File: src/rtl/cht_pkg.sv
// ----------------------------------------------------------------------------
// cht_pkg: shared types and tables of the character set transcoder
// Item structs, charset and status codes, the CP1252 upper table and the
// code point encoder used by the front end.
// ----------------------------------------------------------------------------
package cht_pkg;

	localparam int CNT_BITS_DEF = 32;
	localparam int CNT_W        = 32;
	localparam int QDEPTH       = 4;
	localparam int QA_W         = $clog2(QDEPTH);
	localparam int QC_W         = $clog2(QDEPTH + 1);
	localparam int CP_W         = 21;

	typedef enum logic [1:0] {
		CS_UTF8    = 2'd0,
		CS_ASCII   = 2'd1,
		CS_LATIN1  = 2'd2,
		CS_WIN1252 = 2'd3
	} enc_t;

	typedef enum logic [1:0] {
		ST_OK         = 2'd0,
		ST_INVALID    = 2'd1,
		ST_INCOMPLETE = 2'd2,
		ST_UNMAPPABLE = 2'd3
	} status_t;

	localparam logic       REG_SOURCE = 1'b0;
	localparam logic       REG_TARGET = 1'b1;
	localparam logic       KIND_DATA  = 1'b0;
	localparam logic       KIND_END   = 1'b1;

	typedef struct packed {
		logic       kind;
		logic [7:0] in_byte;
	} in_item_t;

	typedef struct packed {
		logic             is_report;
		logic [7:0]       out_byte;
		logic [1:0]       status;
		logic [CNT_W-1:0] consumed_count;
		logic             last;
	} out_item_t;

	typedef struct packed {
		logic             is_report;
		logic [1:0]       nm1;
		logic [3:0][7:0]  bytes;
		logic [1:0]       status;
		logic [CNT_W-1:0] count;
	} q_entry_t;

	typedef struct packed {
		logic            ok;
		logic [1:0]      nm1;
		logic [3:0][7:0] bytes;
	} enc_res_t;

	localparam logic [15:0] WIN_TAB [32] = '{
		16'h20AC, 16'h0000, 16'h201A, 16'h0192, 16'h201E, 16'h2026, 16'h2020, 16'h2021,
		16'h02C6, 16'h2030, 16'h0160, 16'h2039, 16'h0152, 16'h0000, 16'h017D, 16'h0000,
		16'h0000, 16'h2018, 16'h2019, 16'h201C, 16'h201D, 16'h2022, 16'h2013, 16'h2014,
		16'h02DC, 16'h2122, 16'h0161, 16'h203A, 16'h0153, 16'h0000, 16'h017E, 16'h0178
	};

	function automatic enc_res_t encode_cp(input logic [CP_W-1:0] cp, input enc_t tgt);
		enc_res_t r;
		r = '0;
		unique case (tgt)
			CS_ASCII: begin
				r.ok       = (cp <= CP_W'(8'h7F));
				r.bytes[0] = cp[7:0];
			end
			CS_LATIN1: begin
				r.ok       = (cp <= CP_W'(8'hFF));
				r.bytes[0] = cp[7:0];
			end
			CS_WIN1252: begin
				if (cp <= CP_W'(8'h7F) || (cp >= CP_W'(8'hA0) && cp <= CP_W'(8'hFF))) begin
					r.ok       = 1'b1;
					r.bytes[0] = cp[7:0];
				end else begin
					for (int i = 0; i < 32; i++) begin
						if (WIN_TAB[i] != 16'h0000 && CP_W'(WIN_TAB[i]) == cp) begin
							r.ok       = 1'b1;
							r.bytes[0] = 8'h80 | 8'(i);
						end
					end
				end
			end
			CS_UTF8: begin
				r.ok = 1'b1;
				if (cp < CP_W'(8'h80)) begin
					r.bytes[0] = cp[7:0];
				end else if (cp < CP_W'(12'h800)) begin
					r.nm1      = 2'd1;
					r.bytes[0] = 8'hC0 | {3'b000, cp[10:6]};
					r.bytes[1] = 8'h80 | {2'b00, cp[5:0]};
				end else if (cp < CP_W'(20'h10000)) begin
					r.nm1      = 2'd2;
					r.bytes[0] = 8'hE0 | {4'b0000, cp[15:12]};
					r.bytes[1] = 8'h80 | {2'b00, cp[11:6]};
					r.bytes[2] = 8'h80 | {2'b00, cp[5:0]};
				end else begin
					r.nm1      = 2'd3;
					r.bytes[0] = 8'hF0 | {5'b00000, cp[20:18]};
					r.bytes[1] = 8'h80 | {2'b00, cp[17:12]};
					r.bytes[2] = 8'h80 | {2'b00, cp[11:6]};
					r.bytes[3] = 8'h80 | {2'b00, cp[5:0]};
				end
			end
			default: r = '0;
		endcase
		return r;
	endfunction

endpackage

File: src/rtl/cht_front.sv
// ----------------------------------------------------------------------------
// cht_front: decode and classify stage
// Decodes each accepted byte in the source charset, gathers UTF-8 sequences,
// encodes finished code points and pushes characters and reports to the queue.
// ----------------------------------------------------------------------------
module cht_front #(
	parameter int COUNT_BITS = cht_pkg::CNT_BITS_DEF
) (
	input  logic              clk,
	input  logic              arst_n,
	input  logic              accept,
	input  cht_pkg::in_item_t item,
	input  cht_pkg::enc_t     src_enc,
	input  cht_pkg::enc_t     tgt_enc,
	output logic              push,
	output cht_pkg::q_entry_t push_entry
);
	import cht_pkg::*;

	logic [1:0]            exp_q, exp_d;
	logic [1:0]            gath_q, gath_d;
	logic [CP_W-1:0]       acc_q, acc_d;
	logic                  bad_q, bad_d;
	logic [COUNT_BITS-1:0] total_q, total_d;
	logic                  halted_q, halted_d;
	logic [1:0]            stop_q, stop_d;

	logic [7:0]      c;
	logic [CP_W-1:0] cp;
	logic [CP_W-1:0] acc_shift;
	logic [2:0]      len;
	logic            have_cp;
	logic            invalid;
	logic            bad_next;
	logic [1:0]      exp_dec;
	logic [15:0]     win_u;
	logic [63:0]     total_wide;
	enc_res_t        enc;

	assign c          = item.in_byte;
	assign acc_shift  = {acc_q[CP_W-7:0], c[5:0]};
	assign bad_next   = bad_q | (c[7:6] != 2'b10);
	assign exp_dec    = exp_q - 2'd1;
	assign win_u      = WIN_TAB[c[4:0]];
	assign total_wide = 64'(total_q);
	assign enc        = encode_cp(cp, tgt_enc);

	always_comb begin
		exp_d      = exp_q;
		gath_d     = gath_q;
		acc_d      = acc_q;
		bad_d      = bad_q;
		total_d    = total_q;
		halted_d   = halted_q;
		stop_d     = stop_q;
		push       = 1'b0;
		push_entry = '0;
		cp         = {13'd0, c};
		len        = 3'd1;
		have_cp    = 1'b0;
		invalid    = 1'b0;

		if (accept && item.kind == KIND_END) begin
			push                 = 1'b1;
			push_entry.is_report = 1'b1;
			push_entry.count     = total_wide[CNT_W-1:0];
			if (halted_q) begin
				push_entry.status = stop_q;
			end else if (exp_q != 2'd0) begin
				push_entry.status = ST_INCOMPLETE;
			end else begin
				push_entry.status = ST_OK;
			end
			exp_d    = '0;
			gath_d   = '0;
			acc_d    = '0;
			bad_d    = 1'b0;
			total_d  = '0;
			halted_d = 1'b0;
			stop_d   = ST_OK;
		end else if (accept && !halted_q) begin
			unique case (src_enc)
				CS_ASCII: begin
					invalid = c[7];
					have_cp = !c[7];
				end
				CS_LATIN1: begin
					have_cp = 1'b1;
				end
				CS_WIN1252: begin
					if (c[7:5] == 3'b100) begin
						cp      = CP_W'(win_u);
						invalid = (win_u == 16'h0000);
						have_cp = (win_u != 16'h0000);
					end else begin
						have_cp = 1'b1;
					end
				end
				CS_UTF8: begin
					if (exp_q == 2'd0) begin
						if (!c[7]) begin
							have_cp = 1'b1;
						end else if (c[7:5] == 3'b110) begin
							exp_d  = 2'd1;
							acc_d  = CP_W'(c[4:0]);
							gath_d = 2'd1;
							bad_d  = 1'b0;
						end else if (c[7:4] == 4'b1110) begin
							exp_d  = 2'd2;
							acc_d  = CP_W'(c[3:0]);
							gath_d = 2'd1;
							bad_d  = 1'b0;
						end else if (c[7:3] == 5'b11110) begin
							exp_d  = 2'd3;
							acc_d  = CP_W'(c[2:0]);
							gath_d = 2'd1;
							bad_d  = 1'b0;
						end else begin
							invalid = 1'b1;
						end
					end else begin
						exp_d = exp_dec;
						if (exp_dec != 2'd0) begin
							gath_d = gath_q + 2'd1;
							acc_d  = acc_shift;
							bad_d  = bad_next;
						end else begin
							gath_d  = '0;
							acc_d   = '0;
							bad_d   = 1'b0;
							cp      = acc_shift;
							len     = {1'b0, gath_q} + 3'd1;
							invalid = bad_next;
							have_cp = !bad_next;
						end
					end
				end
				default: invalid = 1'b1;
			endcase

			if (invalid || (have_cp && !enc.ok)) begin
				halted_d = 1'b1;
				stop_d   = invalid ? ST_INVALID : ST_UNMAPPABLE;
				exp_d    = '0;
				gath_d   = '0;
				acc_d    = '0;
				bad_d    = 1'b0;
			end else if (have_cp) begin
				push             = 1'b1;
				push_entry.nm1   = enc.nm1;
				push_entry.bytes = enc.bytes;
				total_d          = total_q + COUNT_BITS'(len);
			end
		end
	end

	always_ff @(posedge clk or negedge arst_n) begin
		if (!arst_n) begin
			exp_q    <= '0;
			gath_q   <= '0;
			acc_q    <= '0;
			bad_q    <= 1'b0;
			total_q  <= '0;
			halted_q <= 1'b0;
			stop_q   <= ST_OK;
		end else begin
			exp_q    <= exp_d;
			gath_q   <= gath_d;
			acc_q    <= acc_d;
			bad_q    <= bad_d;
			total_q  <= total_d;
			halted_q <= halted_d;
			stop_q   <= stop_d;
		end
	end

endmodule

File: src/rtl/cht_queue.sv
// ----------------------------------------------------------------------------
// cht_queue: character queue
// Short FIFO of decoded characters and reports between front and back end.
// ----------------------------------------------------------------------------
module cht_queue (
	input  logic              clk,
	input  logic              arst_n,
	input  logic              push,
	input  cht_pkg::q_entry_t push_entry,
	input  logic              pop,
	output cht_pkg::q_entry_t head,
	output logic              empty,
	output logic              full
);
	import cht_pkg::*;

	q_entry_t          mem_q [QDEPTH];
	logic [QA_W-1:0]   wr_ptr_q;
	logic [QA_W-1:0]   rd_ptr_q;
	logic [QC_W-1:0]   count_q;

	assign head  = mem_q[rd_ptr_q];
	assign empty = (count_q == '0);
	assign full  = (count_q == QC_W'(QDEPTH));

	always_ff @(posedge clk) begin
		if (push) begin
			mem_q[wr_ptr_q] <= push_entry;
		end
	end

	always_ff @(posedge clk or negedge arst_n) begin
		if (!arst_n) begin
			wr_ptr_q <= '0;
			rd_ptr_q <= '0;
			count_q  <= '0;
		end else begin
			if (push) begin
				wr_ptr_q <= (wr_ptr_q == QA_W'(QDEPTH - 1)) ? '0 : wr_ptr_q + 1'b1;
			end
			if (pop) begin
				rd_ptr_q <= (rd_ptr_q == QA_W'(QDEPTH - 1)) ? '0 : rd_ptr_q + 1'b1;
			end
			count_q <= count_q + QC_W'(push) - QC_W'(pop);
		end
	end

endmodule

File: src/rtl/cht_back.sv
// ----------------------------------------------------------------------------
// cht_back: output serializer
// Emits the bytes of each queued character one per cycle while res_stall is low,
// or the report, through a registered output stage.
// ----------------------------------------------------------------------------
module cht_back (
	input  logic               clk,
	input  logic               arst_n,
	input  cht_pkg::q_entry_t  head,
	input  logic               empty,
	output logic               pop,
	output logic               res_valid,
	input  logic               res_stall,
	output cht_pkg::out_item_t res_item
);
	import cht_pkg::*;

	logic       valid_q;
	out_item_t  item_q;
	logic [1:0] idx_q;
	logic       load;
	logic       take;
	logic       is_last;
	out_item_t  item_d;

	assign load      = !valid_q || !res_stall;
	assign take      = load && !empty;
	assign is_last   = head.is_report || (idx_q == head.nm1);
	assign pop       = take && is_last;
	assign res_valid = valid_q;
	assign res_item  = item_q;

	always_comb begin
		item_d                = '0;
		item_d.is_report      = head.is_report;
		item_d.last           = is_last;
		if (head.is_report) begin
			item_d.status         = head.status;
			item_d.consumed_count = head.count;
		end else begin
			item_d.out_byte = head.bytes[idx_q];
		end
	end

	always_ff @(posedge clk) begin
		if (take) begin
			item_q <= item_d;
		end
	end

	always_ff @(posedge clk or negedge arst_n) begin
		if (!arst_n) begin
			valid_q <= 1'b0;
			idx_q   <= '0;
		end else if (load) begin
			valid_q <= !empty;
			if (take) begin
				idx_q <= is_last ? 2'd0 : idx_q + 2'd1;
			end
		end
	end

endmodule

File: src/rtl/charset_transcoder.sv
// Path: accepted byte -> front decode -> character queue -> output register.
// Throughput: one byte per cycle while byte_stall is low; output runs at one
// result per cycle while res_stall is low, so a character that encodes to n
// bytes takes n results; the four-entry queue absorbs it before the input stalls.
// Reset: clears the stream state, the queue and the output stage, and sets
// both charsets to UTF-8.
// ----------------------------------------------------------------------------
// charset_transcoder: byte stream charset converter
// Converts between UTF-8, ASCII, Latin-1 and CP1252 with status reports at
// each end-of-buffer marker.
// ----------------------------------------------------------------------------
module charset_transcoder #(
	parameter int COUNT_BITS = cht_pkg::CNT_BITS_DEF
) (
	input  logic               clk,
	input  logic               arst_n,
	input  logic               byte_valid,
	output logic               byte_stall,
	input  cht_pkg::in_item_t  byte_item,
	output logic               res_valid,
	input  logic               res_stall,
	output cht_pkg::out_item_t res_item,
	input  logic               cfg_we,
	input  logic               cfg_index,
	input  logic [1:0]         cfg_data
);
	import cht_pkg::*;

	enc_t     src_q;
	enc_t     tgt_q;
	logic     accept;
	logic     push;
	logic     pop;
	logic     empty;
	logic     full;
	q_entry_t push_entry;
	q_entry_t head;

	assign byte_stall = full;
	assign accept     = byte_valid && !full;

	always_ff @(posedge clk or negedge arst_n) begin
		if (!arst_n) begin
			src_q <= CS_UTF8;
			tgt_q <= CS_UTF8;
		end else if (cfg_we) begin
			if (cfg_index == REG_SOURCE) begin
				src_q <= enc_t'(cfg_data);
			end
			if (cfg_index == REG_TARGET) begin
				tgt_q <= enc_t'(cfg_data);
			end
		end
	end

	cht_front #(
		.COUNT_BITS(COUNT_BITS)
	) u_front (
		.clk       (clk),
		.arst_n    (arst_n),
		.accept    (accept),
		.item      (byte_item),
		.src_enc   (src_q),
		.tgt_enc   (tgt_q),
		.push      (push),
		.push_entry(push_entry)
	);

	cht_queue u_queue (
		.clk       (clk),
		.arst_n    (arst_n),
		.push      (push),
		.push_entry(push_entry),
		.pop       (pop),
		.head      (head),
		.empty     (empty),
		.full      (full)
	);

	cht_back u_back (
		.clk      (clk),
		.arst_n   (arst_n),
		.head     (head),
		.empty    (empty),
		.pop      (pop),
		.res_valid(res_valid),
		.res_stall(res_stall),
		.res_item (res_item)
	);

	a_report_last: assert property (@(posedge clk) disable iff (!arst_n)
		res_valid && res_item.is_report |-> res_item.last && res_item.out_byte == 8'h00)
		else $error("Report item without last flag or with a data byte.");

	a_byte_clean: assert property (@(posedge clk) disable iff (!arst_n)
		res_valid && !res_item.is_report |->
			res_item.status == ST_OK && res_item.consumed_count == '0)
		else $error("Data item carries status or count.");

	a_char_unbroken: assert property (@(posedge clk) disable iff (!arst_n)
		res_valid && !res_stall && !res_item.last |=> res_valid && !res_item.is_report)
		else $error("Bytes of one character were not delivered back to back.");

	a_no_push_full: assert property (@(posedge clk) disable iff (!arst_n)
		full && !pop |=> full)
		else $error("Character queue lost an entry while full.");

endmodule
File: config.mk
export PLATFORM = sky130hd
export DESIGN_NAME = charset_transcoder
export DESIGN_NICKNAME = d
export VERILOG_FILES = /design/src/rtl/cht_pkg.sv /design/src/rtl/cht_front.sv /design/src/rtl/cht_queue.sv /design/src/rtl/cht_back.sv /design/src/rtl/charset_transcoder.sv
export SDC_FILE = /design/constraint.sdc
export NUM_CORES = 1
export LEC_CHECK = 0
export ABC_AREA = 1
export BUFFER_PORTS_ARGS = -buffer_cell sky130_fd_sc_hd__buf_2
export CAP_MARGIN = 20
export CELL_PAD_IN_SITES_DETAIL_PLACEMENT = 1
export CELL_PAD_IN_SITES_GLOBAL_PLACEMENT = 2
export CORE_ASPECT_RATIO = 0.8
export CORE_MARGIN = 10
export CORE_UTILIZATION = 43
export CTS_CLUSTER_DIAMETER = 80
export CTS_CLUSTER_SIZE = 10
export DETAILED_ROUTE_END_ITERATION = 8
export PLACE_DENSITY = 0.85
export SLEW_MARGIN = 15
export SYNTH_ARGS = -nofsm -noshare
export SYNTH_HDL_FRONTEND = slang
export SYNTH_SLANG_ARGS = --single-unit
File: constraint.sdc
create_clock -name clk -period 22.6 [get_ports clk]
set_input_delay 2.26 -clock clk [delete_from_list [all_inputs] [get_ports clk]]
set_output_delay 2.26 -clock clk [all_outputs]
set_load 0.02 [all_outputs]
==> flow_summary.json <==
{
  "synth_top_area_share_pct": 49.1,
  "fmax_ghz": 0.140,
  "grt.overflow.total": 0,
  "setup_ws_ps": 15460,
  "place.gp.congestion": 0.927,
  "syn2layout_area_growth_pct": 11.0,
  "async_flop_share_pct": 18.3,
  "insertion_delay_ps": 560,
  "cp_cell_sequence": "buf_2 > nand3_4 > nand3_1 > nand3_2 > nor2_1 > nand2_1 > nor3_1 > nand2_1 > nand2_1 > inv_1 > nand2_1 > nor2_1 > nand2_1 > nand2_1 > nand2_1 > nand2_2 > nand2_4 > nand2_4 > a21boi_4 > buf_4",
  "intPower_uw": 1510,
  "synth_flop_cell": "edfxtp_1",
  "status": "finished clean",
  "hpwl_um": 39200,
  "rsz0062_at_grt": "no",
  "cp.depth": 20,
  "finalHoldViolations": 0,
  "p_comb_share_pct": 33.9,
  "cts_setup_buffers": 0,
  "grt_usage_pct": 22.2,
  "syn_inst": 1972,
  "drt_first_pass_iters": 5,
  "drv_cap": 0,
  "fin_crit_sh_pct": 31.6,
  "path_delay_family": "simple AND/OR/NAND/NOR gates",
  "worstReg2RegStart": "u_queue.count_q[1]",
  "place_ws_ps": 14920,
  "wl_um": 57900,
  "drive_above_1_share_pct": 9.67,
  "cellPowerDensity_nw_per_um2": 121,
  "die_area_um2": 52000,
  "worstPathRequired_ps": 22770,
  "clock-skew-final_ps": 27.1,
  "synth-edff-count": 304,
  "clkPwrFrac_pct": 25.3,
  "grt_first_pass_wirelength_um": 90200,
  "r2r-end": "u_queue.mem_q[0][9]",
  "grt_max_degree": 105,
  "syn_area_per_cell_um2": 9.43,
  "slowest_stage": "a21boi_4",
  "start_util_pct": 43.3,
  "rrSetupSlack_ps": 16650,
  "detail-route-antenna-nets": 0,
  "finalNetCount": 2054,
  "setup.worst_path.start": "byte_item[8]",
  "worstSetupPathType": "input pin to flip-flop",
  "yosysWarnings": 0,
  "crit_buf_inv": 3,
  "syn_nets": 2021,
  "tritoncts": "built",
  "clockBufferDepth": 3,
  "end_kind": "flip-flop",
  "ys_types": 53,
  "ir_worst_vdd_mv": 0.0836,
  "num_vias": 14500,
  "path_clk_slew_ps": 50,
  "pwr-share-seq_pct": 40.8,
  "wl_per_cell_um": 22.3,
  "cts_resized": 0,
  "die_h_um": 206,
  "critPathCapture": "u_queue.mem_q[0][9]",
  "timing.slew.headroom_pct": 25.5,
  "drc": 0,
  "rows": 68,
  "critical_path_peak_fanout": 61,
  "cp-start-kind": "input pin",
  "antenna-diode-count": 0,
  "portBuffers": 62,
  "grt_pass1_vias": 15200,
  "arrival_ps": 7310,
  "synth_seq_area_share_pct": 58.2,
  "slew_viol_final": 0,
  "pin_count": 63,
  "fin_crit_ps": 7140,
  "synth_area_um2": 18600,
  "yosysTopAreaCell": "edfxtp_1",
  "holdBufCountCts": 0,
  "switching_share_pct": 39.4,
  "whs_ps": 496,
  "synth_area_leaders": "edfxtp_1, dfrtp_1, nand2_1",
  "drt_iter0_drc": 1285,
  "fp.dieW_um": 252,
  "p_switching_uw": 984,
  "placedCellCount": 2519,
  "min_path_type": "flip-flop to flip-flop",
  "antenna_found_initial": 0,
  "cts_max_level": 2,
  "routed_via_density": 5.60,
  "clockRootBuffer": "clkbuf_16",
  "leakage_uw": 0.00818,
  "max_slew.worst_pin.slew_ps": 1120,
  "numCtsBuffers": 43,
  "setup-tns-final_ps": 0,
  "synth_seq_cells": 372,
  "cts.sink_count": 372,
  "cp_slowest_stage_delay_ps": 870,
  "coreArea_um2": 43000,
  "instances_no_fill": 2598,
  "cpMostUsedCell": "nand2_1",
  "setup-violations-final": 0,
  "rr_worst_depth": 21
}
power by group through the flow:
| stage | logic [µW] | registers, µW | clock network [µW] |
|---|---|---|---|
| 2_1_floorplan | 527 | 1050 | 0 |
| 3_3_place_gp | 812 | 1020 | 0 |
| 3_5_place_dp | 843 | 1030 | 0 |
| 4_1_cts | 853 | 1020 | 646 |
| 5_1_grt | 945 | 1030 | 677 |
| 6_report | 846 | 1020 | 632 |
cells by family (layout without fill, tap and decap cells):
kind of cell    count (synthesis)  in the layout  share of synthesized area (%)
buf+inv                       269            335                           5.83
compound gates                341            341                           10.5
xor+xnor                       32             32                           1.51
flops                         372            372                           58.2
simple gates                  926            926                           21.7
fa+ha+maj                      32             32                           2.23
worst reg2reg max path, stage by stage (launching register included):
cell and delay (ps):
dfrtp_1 420, nor2_2 80, nand2_4 160, nand3_4 660, nand3_1 450, nand3_2 360, nor2_1 270, nand2_1 120
nor3_1 360, nand2_1 160, nand2_1 90, inv_1 50, nand2_1 80, nor2_1 50, nand2_1 50, nand2_1 80
nand2_1 90, nand2_2 70, nand2_4 110, nand2_4 260, a21boi_4 890, buf_4 680
state kept, by name (all words and copies together), names as in the netlist, 3 cells and up:
name / flops
u_front.total_q: 32
u_back.res_item: 44
u_queue.count_q: 3
u_front.acc_q: 15
u_queue.mem_q: 260
per-layer routing:
layer  vias to the layer above  wire length (µm)  global-route usage [%]
li1                       6830                 -                       -
met4                         0               877                    4.32
met5                         -                 0                       0
met2                       335             25800                    34.7
met1                      7318             28200                    32.2
met3                        63              3010                    3.47
final cells by class:
cell class	instances	area (µm²)
tap	560	701
fill	4852	22300
clock inverter	3	37.5
timing repair buffer	75	430
sequential	372	10800
clock buffer	75	1200
inverter	182	687
multi-input combinational	1331	6740
placed cells by master, fill, tap and decap left out, types with 2 or more instances in the layout:
cell / count
o221ai_1: 24
nor3_1: 48
xor2_1: 31
a21oi_2: 2
o31ai_1: 4
edfxtp_1: 304
clkbuf_1: 32
o21ai_2: 2
a21oi_1: 37
a211oi_1: 3
ha_1: 30
buf_4: 13
dfrtp_1: 66
a32oi_1: 3
o22ai_1: 44
nand3_2: 3
nor2_2: 6
nand4_1: 26
nor2_4: 7
a21boi_4: 3
clkbuf_16: 43
inv_1: 165
nand3_1: 116
nand2_2: 18
nor4_2: 4
inv_2: 15
fa_1: 2
nand2_4: 5
o21ai_1: 36
o211ai_1: 4
nor2_1: 333
nand2_1: 346
o21ai_0: 168
buf_2: 61
nor4_1: 9
synth_stat cells (2+ instances only):
library cell    n
fa_1            2
a21boi_1        2
nand2_1       346
nand2_2        18
buf_2          12
inv_2          13
ha_1           30
buf_1           4
edfxtp_1      304
nor3_1         48
o21ai_0       168
a211oi_1        3
o22ai_1        44
clkbuf_1       59
a21oi_2         2
buf_6           3
o21ai_1        36
nand3_1       116
dfrtp_1        68
o31ai_1         4
o221ai_1       24
nor4_2          4
a21oi_1        38
nor2_1        333
nand4_1        26
xor2_1         31
a32oi_1         4
nand2_4         5
nand3_2         3
o21ai_2         2
nor2_2          6
nor4_1          9
nor2_4          7
inv_1         168
buf_4           9
o211ai_1        4
how the worst min path moves through the flow:
stage                           start           endpoint  slack, ps  cells after the start
finish              u_front.stop_q[1]  u_front.stop_q[1]        500                      2
global route        u_front.acc_q[11]  u_front.acc_q[11]        530                      2
CTS                 u_front.stop_q[1]  u_front.stop_q[1]        500                      2
detailed placement  u_front.stop_q[1]  u_front.stop_q[1]        490                      2
global placement    u_front.stop_q[1]  u_front.stop_q[1]        480                      2
floorplan           u_front.stop_q[1]  u_front.stop_q[1]        450                      2
per-stage QoR:
step / util [%] / instance area [µm²] / power (µW)
2_1_floorplan: - / 18600 / 1580
3_3_place_gp: 45.1 / 19400 / 1830
3_5_place_dp: 45.1 / 19400 / 1870
4_1_cts: 48.0 / 20600 / 2520
5_1_grt: 48.0 / 20600 / 2660
6_report: 48.0 / 20600 / 2500
(Power assumes the default switching activity.)
